$ cat config.mk
export PLATFORM = sky130hd
export DESIGN_NAME = lrut_queue
export DESIGN_NICKNAME = d
export VERILOG_FILES = /design/src/rtl/core/lrut_pkg.sv /design/src/rtl/core/lrut_queue.sv
export SDC_FILE = /design/constraint.sdc
export NUM_CORES = 1
export LEC_CHECK = 0
export ABC_AREA = 1
export BUFFER_PORTS_ARGS = -buffer_cell sky130_fd_sc_hd__buf_2
export CAP_MARGIN = 0
export CORE_ASPECT_RATIO = 0.8
export CORE_MARGIN = 3
export CORE_UTILIZATION = 50
export CTS_CLUSTER_SIZE = 25
export DETAILED_ROUTE_END_ITERATION = 8
export PLACE_DENSITY_LB_ADDON = 0.08
export SKIP_LAST_GASP = 1
export SYNTH_ARGS = -nofsm -noshare
export SYNTH_HDL_FRONTEND = slang
export SYNTH_SLANG_ARGS = --single-unit
$ cat constraint.sdc
create_clock -name clock -period 1.8 [get_ports clock]
set_input_delay 0 -clock clock [delete_from_list [all_inputs] [get_ports clock]]
set_output_delay 0 -clock clock [all_outputs]
set_load 0.03 [all_outputs]
$ cat src/rtl/core/lrut_pkg.sv
// ----------------------------------------------------------------------------
// lrut_pkg
// Shared types, constants and helpers for the LRU set recency tracker.
// ----------------------------------------------------------------------------
package lrut_pkg;

   localparam int NUM_SETS  = 256;
   localparam int WAYS      = 8;
   localparam int SET_W     = $clog2(NUM_SETS);
   localparam int WAY_W     = $clog2(WAYS);

   // request and response field widths
   localparam int ACT_W     = 2;
   localparam int SET_IN_W  = 8;
   localparam int WAY_IN_W  = 3;
   localparam int VICTIM_W  = 3;
   localparam int REQ_DATA_W = 16;
   localparam int RSP_DATA_W = 8;

   // csr
   localparam int CSR_ADDR_W  = 3;
   localparam int CSR_DATA_W  = 32;
   localparam int ALLOC_W     = 4;
   localparam logic [ALLOC_W-1:0] ALLOC_RESET = 4'd8;
   localparam logic [0:0] CSR_IDX_ALLOC_WAYS = 1'b0;

   // decoupling queue
   localparam int Q_DEPTH   = 2;
   localparam int Q_PTR_W   = (Q_DEPTH > 1) ? $clog2(Q_DEPTH) : 1;
   localparam int Q_CNT_W   = $clog2(Q_DEPTH + 1);

   typedef enum logic [ACT_W-1:0] {
      ACT_TOUCH      = 2'd0,
      ACT_INSERT     = 2'd1,
      ACT_INVALIDATE = 2'd2,
      ACT_QUERY      = 2'd3
   } action_type;

   // one recency row, entry 0 is the most recently used way
   typedef logic [WAYS-1:0][WAY_W-1:0] row_type;
   localparam int ROW_W = $bits(row_type);

   typedef struct packed {
      action_type       action;
      logic [SET_W-1:0] set;
      logic [WAY_W-1:0] way;
      logic             way_ok;
   } item_type;

   typedef struct packed {
      logic full;
      logic empty;
   } q_stat_type;

   // order after reset: ways in index order, head to tail
   function automatic row_type row_reset();
      row_type r;
      for (int p = 0; p < WAYS; p++) begin
         r[p] = WAY_W'(p);
      end
      return r;
   endfunction

endpackage

$ cat src/rtl/core/lrut_queue.sv
// ----------------------------------------------------------------------------
// lrut_queue
// Short FIFO of decoded requests between front and back.
// ----------------------------------------------------------------------------
module lrut_queue (
   input  logic                   clock,
   input  logic                   reset,
   input  logic                   push,
   input  lrut_pkg::item_type     push_item,
   input  logic                   pop,
   output lrut_pkg::item_type     pop_item,
   output lrut_pkg::q_stat_type   q_stat
);

   lrut_pkg::item_type                entry_ff [lrut_pkg::Q_DEPTH];
   logic [lrut_pkg::Q_PTR_W-1:0]      wr_ptr_ff, wr_ptr_in;
   logic [lrut_pkg::Q_PTR_W-1:0]      rd_ptr_ff, rd_ptr_in;
   logic [lrut_pkg::Q_CNT_W-1:0]      cnt_ff, cnt_in;

   function automatic logic [lrut_pkg::Q_PTR_W-1:0] ptr_next(
      input logic [lrut_pkg::Q_PTR_W-1:0] p
   );
      logic [lrut_pkg::Q_PTR_W-1:0] n;
      if (32'(p) == lrut_pkg::Q_DEPTH - 1) n = '0;
      else n = p + 1'b1;
      return n;
   endfunction

   always_comb begin
      wr_ptr_in = push ? ptr_next(wr_ptr_ff) : wr_ptr_ff;
      rd_ptr_in = pop  ? ptr_next(rd_ptr_ff) : rd_ptr_ff;
      cnt_in    = cnt_ff;
      if (push && !pop) cnt_in = cnt_ff + 1'b1;
      else if (pop && !push) cnt_in = cnt_ff - 1'b1;
   end

   always_ff @(posedge clock) begin
      if (reset) begin
         wr_ptr_ff <= '0;
         rd_ptr_ff <= '0;
         cnt_ff    <= '0;
      end else begin
         wr_ptr_ff <= wr_ptr_in;
         rd_ptr_ff <= rd_ptr_in;
         cnt_ff    <= cnt_in;
      end
   end

   always_ff @(posedge clock) begin
      if (push) begin
         entry_ff[wr_ptr_ff] <= push_item;
      end
   end

   assign pop_item     = entry_ff[rd_ptr_ff];
   assign q_stat.full  = (32'(cnt_ff) == lrut_pkg::Q_DEPTH);
   assign q_stat.empty = (cnt_ff == '0);

endmodule

==> Word-level counts from Yosys, hierarchy flattened <==
Memory sizes are Yosys's and may differ from the RTL's. A register that Yosys moved wholly into a read port is not among the register bits.
Cells that the tools add are included.
{ "word_totals": {"wordCells": 23, "input_bits": 18, "ff_bits": 4, "mem_count": 1, "mem_bits_rw": 28} }
{ "op_classes": {"eq_ne": 1, "n_mux": 8, "n_reduce_logical": 6, "n_addsub": 4} }
{ "mem_list": {"columns": ["memory", "words", "word_bits", "read_ports", "rd_ports_with_merged_regs", "wr", "line", "text"], "rows": [
  ["entry_ff", 2, 14, 1, 1, 1, "lrut_queue.sv:15", "lrut_pkg::item_type entry_ff [lrut_pkg::Q_DEPTH];"]
]} }
{ "op_table": {"columns": ["cell", "count"], "rows": [
  ["1-bit two-way mux", 6],
  ["2-bit two-way mux", 2],
  ["1-bit adder, second input constant", 2],
  ["2-bit by 1-bit adder with 2-bit output, second input constant", 1],
  ["2-bit equality test, second input constant", 1],
  ["1-bit logical AND", 2],
  ["1-bit logical NOT", 2],
  ["2-bit logical NOT", 1],
  ["2-bit nonzero test", 1],
  ["2-bit by 1-bit subtractor with 2-bit output, second input constant", 1]
]} }

==> Longest topological paths before layout <==
Gate-level depths: netlist (run 1).
{ "logic_depth": {"ltp_word": 4, "depth_mapped": 8, "depth_no_buf": 8} }

==> Worst setup path before layout (run 1) <==
No wires, ideal clock.
{ "synth_timing": {"path_type": "reg2reg", "start": "register wr_ptr_ff", "end": "memory entry_ff[0][0] (netlist name), enable pin", "setup_slack_ns": 0.480, "t_arrival_ns": 0.935, "setup_time_ns": 0.384, "synth_period_minus_slack_ns": 1.320, "required_ns": 1.416, "path_buffers": 0, "stages_incl_launch_ff": 2, "path_cell_list": "dfxtp_1 > nor2_1"} }
{ "synth_lines": {"columns": ["item", "line", "text"], "rows": [
  ["start, declared", "lrut_queue.sv:16", "logic [lrut_pkg::Q_PTR_W-1:0] wr_ptr_ff, wr_ptr_in;"],
  ["start signal, assigned", "lrut_queue.sv:43", "wr_ptr_ff <= wr_ptr_in;"],
  ["end, declared", "lrut_queue.sv:15", null]
]} }
No word-level cell before the write port.

==> impl_metrics.ini, run 1 <==
[worst_setup_path]
timing.rr.start = rd_ptr_ff$_SDFFE_PP0P_
crit_path_max_fanout = 9
worstSetupEndpointType = output port
r2r_setup_slack_ns = 0.58
arrival_ns = 1.57
crit_type = flip-flop to output port
critPathLaunchType = flip-flop
worst_ep_required_time_ns = 1.80
r2r_cells = 3
crit_end = pop_item[13]

[cts]
clk_pin_slew_worst_paths_ns = 0.09
clock-sinks = 33
clk_latency_ns = 0.33
cts_root_buffer = clkbuf_4
cts_tree = built
htreeDepth = 2
cts-buffers-inserted = 5
clk_path_buf_depth = 2

[pwr]
ir_worst_vdd_mv = 0.640
leakagePower_nw = 0.694
p_per_area_mw_per_mm2 = 923

[detailed_routing]
drc_errors = 0
vias_per_cell = 4.75
drt_iter0_drc = 5
drt-total-wl_mm = 2.16
drt_first_pass_iters = 4
vias = 770
postRouteAntennaNets = 0
wl_per_cell_um = 13.3

[global_routing]
grtUsageMet3_pct = 6.94
antenna_found_initial = 0
grt_max_degree = 16
grt-ovfl-total = 0
gr-usage-met1_pct = 16.0
first_global_vias = 828
grt_usage_pct = 16.0
top_usage_layer = met2
grt_pass1_wl_mm = 3.41
grtUsageMet2_pct = 28.2

[place]
placed_area_mm2 = 0.00144
place_ws_ns = 0.578
io_buffers = 33
dp_hpwl_mm = 1.38
place_congestion = 0.749

[run_status]
status = finished, final reports clean

[yosys]
syn-instance-count = 76
synth_warnings = 0
synth-seq-cells = 33
syn-num-nets = 95
synth-seq-area-share_pct = 76.1
ys_types = 14
avgSynthCellArea_um2 = 16.3
syn_area_mm2 = 0.00124

[sta]
hold_viol_final = 0
period_share_pct = 87.1
fmax_mhz = 638
slew_headroom_pct = 61.7
drv_slew = 0
setup_tns_ns = 0
final-setup-viol-count = 0
finClkSkew_ns = 0.00998
rsz0062_at_grt = false
fin_ws_ns = 0.233
period_needed_ns = 1.57
tightest_slew_ns = 0.574

[layout]
layout_common_cells = 33 x buf_2, 28 x edfxtp_1, 18 x dlygate4sd3_1, 14 x mux2_2, 9 x inv_1
fin_nets = 155
finalInstanceArea_mm2 = 0.00167
area_growth_pct = 35.3
drive_gt1_share_pct = 40.1
antennaDiodeCount = 0
fin_util_pct = 74.3
layout_commonest_cell = buf_2

[flow_run]
cap_violations = 0

[floorplanning]
ios = 34
std_cell_rows = 15
start_util_pct = 54.9
coreArea_mm2 = 0.00225
die_x_um = 61.6
chipHeight_um = 50.5
die-area_mm2 = 0.00311

[min_path]
hp-class = primary input to flip-flop
[cell type report]
| type | instances | area, um^2 |
|---|---|---|
| clock inverters | 1 | 3.75 |
| flip-flops and latches | 33 | 941 |
| multi-input cells | 33 | 250 |
| repair buffers | 54 | 368 |
| inverters | 9 | 33.8 |
| fillers | 157 | 579 |
| clock buffers | 7 | 45.0 |
| well taps | 25 | 31.3 |
[how the worst min path moves through the flow]
stage	slack (ns)	start	endpoint	cells past startpoint
6_report	0.39	push_item[8]	entry_ff[1][8]$_DFFE_PP_	2
3_5_place_dp	0.19	push_item[4]	entry_ff[0][4]$_DFFE_PP_	1
5_1_grt	0.38	push_item[8]	entry_ff[1][8]$_DFFE_PP_	2
4_1_cts	0.38	push_item[6]	entry_ff[1][6]$_DFFE_PP_	2
2_1_floorplan	0.07	reset	flip-flop	1
3_3_place_gp	0.19	push_item[6]	entry_ff[0][6]$_DFFE_PP_	1
[logic make-up after synthesis]
family          share of synthesized area [%]
compound gates                          0.809
xor+xnor                                0.709
fa+ha+maj                                1.01
buf+inv                                  3.64
flops                                    76.1
mux                                      12.8
simple gates                             4.96
[cell usage after synthesis]
| library cell | number | share of area [%] |
|---|---|---|
| inv_1 | 9 | 2.7 |
| dfxtp_1 | 5 | 8.1 |
| buf_6 | 1 | 0.91 |
| o21ai_0 | 1 | 0.40 |
| nor2_1 | 7 | 2.1 |
| nand3_1 | 1 | 0.40 |
| edfxtp_1 | 28 | 68 |
| a21oi_1 | 1 | 0.40 |
| nand2_1 | 5 | 1.5 |
| xnor2_1 | 1 | 0.71 |
| nand4_1 | 1 | 0.51 |
| nor3_1 | 1 | 0.40 |
| mux2_2 | 14 | 13 |
| ha_1 | 1 | 1.0 |
[worst max-delay path, stage by stage (launching register included)]
cell and delay (ns):
dfxtp_1 0.47, buf_4 0.24, mux2_2 0.36, buf_2 0.18
[power by group]
group	switching (mW)	leakage [nW]	internal [mW]
clock network	0.217	0.0269	0.150
logic	0.162	0.362	0.120
registers	0.0185	0.304	0.878
total	0.397	0.694	1.15
[per-stage QoR]
stage / cells / hold slack, ns / power [mW]
after floorplan: 76 / 0.0724 / 1.08
after global placement: 136 / 0.188 / 1.16
after detailed placement: 136 / 0.191 / 1.16
after CTS: 162 / 0.378 / 1.56
after global routing: 162 / 0.382 / 1.62
final: 162 / 0.394 / 1.54
[flip-flops by register name (all words and copies together), names as in the netlist, named ones only]
register / count
cnt_ff: 2
entry_ff: 28
rd_ptr_ff: 1
wr_ptr_ff: 1
[metal layers]
metal  vias up  share of wire, %
li1        390                 -
met1       354                39
met2        22                54
met3         4               5.7
met4         0               1.3
met5         -                 0
[repair_timing]
item | in CTS | in global routing
hold buffers | 18 | 0
setup buffers | 0 | 0
resized for setup | 0 | 0
endpoints found under the hold margin | 32 | 0
Note: power is estimated with default switching activity, not from simulation.
==> run 2: changes to the inputs <==
PLACE_DENSITY = 0.77   (was not set)
PLACE_DENSITY_LB_ADDON = not set   (was 0.08)
==> impl_metrics.ini, run 2 (synthesized netlist as in run 1, its figures left out) <==
[detailed_routing]
postRouteAntennaNets = 0
vias = 787
drt_first_pass_iters = 4
drt_iter0_drc = 24
drc_errors = 0
wl_per_cell_um = 14.8
drt-total-wl_mm = 2.39
vias_per_cell = 4.89

[sta]
period_share_pct = 88.1
tightest_slew_ns = 0.595
hold_viol_final = 0
slew_headroom_pct = 60.3
hold_ws_ns = 0.402
period_needed_ns = 1.59
finClkSkew_ns = 0.00717
setup_tns_ns = 0
rsz0062_at_grt = false
fmax_mhz = 631
drv_slew = 0
final-setup-viol-count = 0

[global_routing]
grt_max_degree = 16
antenna_found_initial = 0
grt_pass1_wl_mm = 3.76
first_global_vias = 844
grt-ovfl-total = 0
grt_usage_pct = 17.5

[worst_setup_path]
cp.depth = 3
critPathBufInv = 2
critPathLaunchType = flip-flop
crit_type = flip-flop to output port
cp_top_family = flip-flops
slowest_delay_ns = 0.51
crit_path_max_fanout = 8
r2r_cells = 2
worst_ep_required_time_ns = 1.80
r2r_setup_slack_ns = 0.55
r2r_end = entry_ff[0][2]$_DFFE_PP_
path_cells = buf_4, mux2_2, buf_2
crit_end = pop_item[11]
timing.rr.start = wr_ptr_ff$_SDFFE_PP0P_
cp_slowest_cell = dfxtp_1
arrival_ns = 1.59
worstSetupEndpointType = output port

[floorplanning]
coreArea_mm2 = 0.00225
std_cell_rows = 15
ios = 34
die-area_mm2 = 0.00311
die_x_um = 61.6
chipHeight_um = 50.5
start_util_pct = 54.9

[layout]
layout_commonest_cell = buf_2
drive_gt1_share_pct = 39.7
largest_reg_flops = 28
antennaDiodeCount = 0
layout_common_cells = 33 x buf_2, 28 x edfxtp_1, 18 x dlygate4sd3_1, 14 x mux2_2, 9 x inv_1
fin_nets = 154
largest_registers = entry_ff: 28 flops, cnt_ff: 2 flops
area_growth_pct = 34.7
largest-register = entry_ff

[cts]
cts-buffers-inserted = 5
cts_root_buffer = clkbuf_4
cts_resized = 0
clk_pin_slew_worst_paths_ns = 0.10
htreeDepth = 2
cts_tree = built
clk_latency_ns = 0.31
clock-sinks = 33
clk_path_buf_depth = 2

[pwr]
ir_worst_vdd_mv = 0.557
p_per_area_mw_per_mm2 = 930
leakagePower_nw = 0.688

[place]
place_congestion = 0.709
dp_hpwl_mm = 1.55
io_buffers = 33

[flow_run]
cap_violations = 0

[min_path]
hold_path_depth = 2
hp-class = primary input to flip-flop

[run_status]
status = finished, final reports clean
[run 2: cell types whose count changed in the layout (fill, tap and decap cells not counted)]
| cell | previous run | this run |
|---|---|---|
| clkinv_1 | 1 | 0 |
| clkbuf_1 | 2 | 3 |
| buf_4 | 3 | 2 |
[run 2: repair_timing]
item | CTS | global route
hold buffers | 18 | 0
buffers inserted | 0 | 0
endpoints found under the hold margin | 33 | 0
[run 2: metal layers]
metal,up-vias,GRT usage [%],part of all wire [%]
met5,-,0,0
met4,0,4.24,0
met3,0,6.17,4.7
met2,23,33.1,57
met1,376,17.5,38
li1,388,-,-
[run 2: metrics by stage]
step / total power [mW] / cells / area (um^2) / util [%] / worst slack (ns)
6_report: 1.55 / 161 / 1670 / 73.9 / 0.215
5_1_grt: 1.62 / 161 / 1670 / 73.9 / 0.152
4_1_cts: 1.56 / 161 / 1670 / 73.9 / 0.200
3_5_place_dp: 1.17 / 135 / 1440 / 63.8 / 0.555
3_3_place_gp: 1.15 / 135 / 1440 / 63.8 / 0.567
2_1_floorplan: 1.08 / 76 / 1240 / - / 0.480
[run 2: area by class of cell]
cell class | count | area, um^2
timing repair buffer | 53 | 360
clock buffer | 8 | 48.8
tap | 25 | 31.3
fill | 156 | 587
sequential | 33 | 941
multi-input combinational | 33 | 250
inverter | 9 | 33.8
[run 2: how the worst min path moves through the flow]
stage                                 to  slack [ns]          start
3_5_place_dp    entry_ff[1][6]$_DFFE_PP_        0.19   push_item[6]
2_1_floorplan                  flip-flop        0.07          reset
4_1_cts         entry_ff[1][6]$_DFFE_PP_        0.39   push_item[6]
6_report        entry_ff[1][6]$_DFFE_PP_        0.40   push_item[6]
3_3_place_gp   entry_ff[1][13]$_DFFE_PP_        0.19  push_item[13]
5_1_grt        entry_ff[1][13]$_DFFE_PP_        0.40  push_item[13]
[run 2: report_power, final]
part / internal (mW) / total (mW) / switching, mW
combinational: 0.118 / 0.282 / 0.164
clock: 0.156 / 0.369 / 0.214
sequential: 0.878 / 0.898 / 0.0202
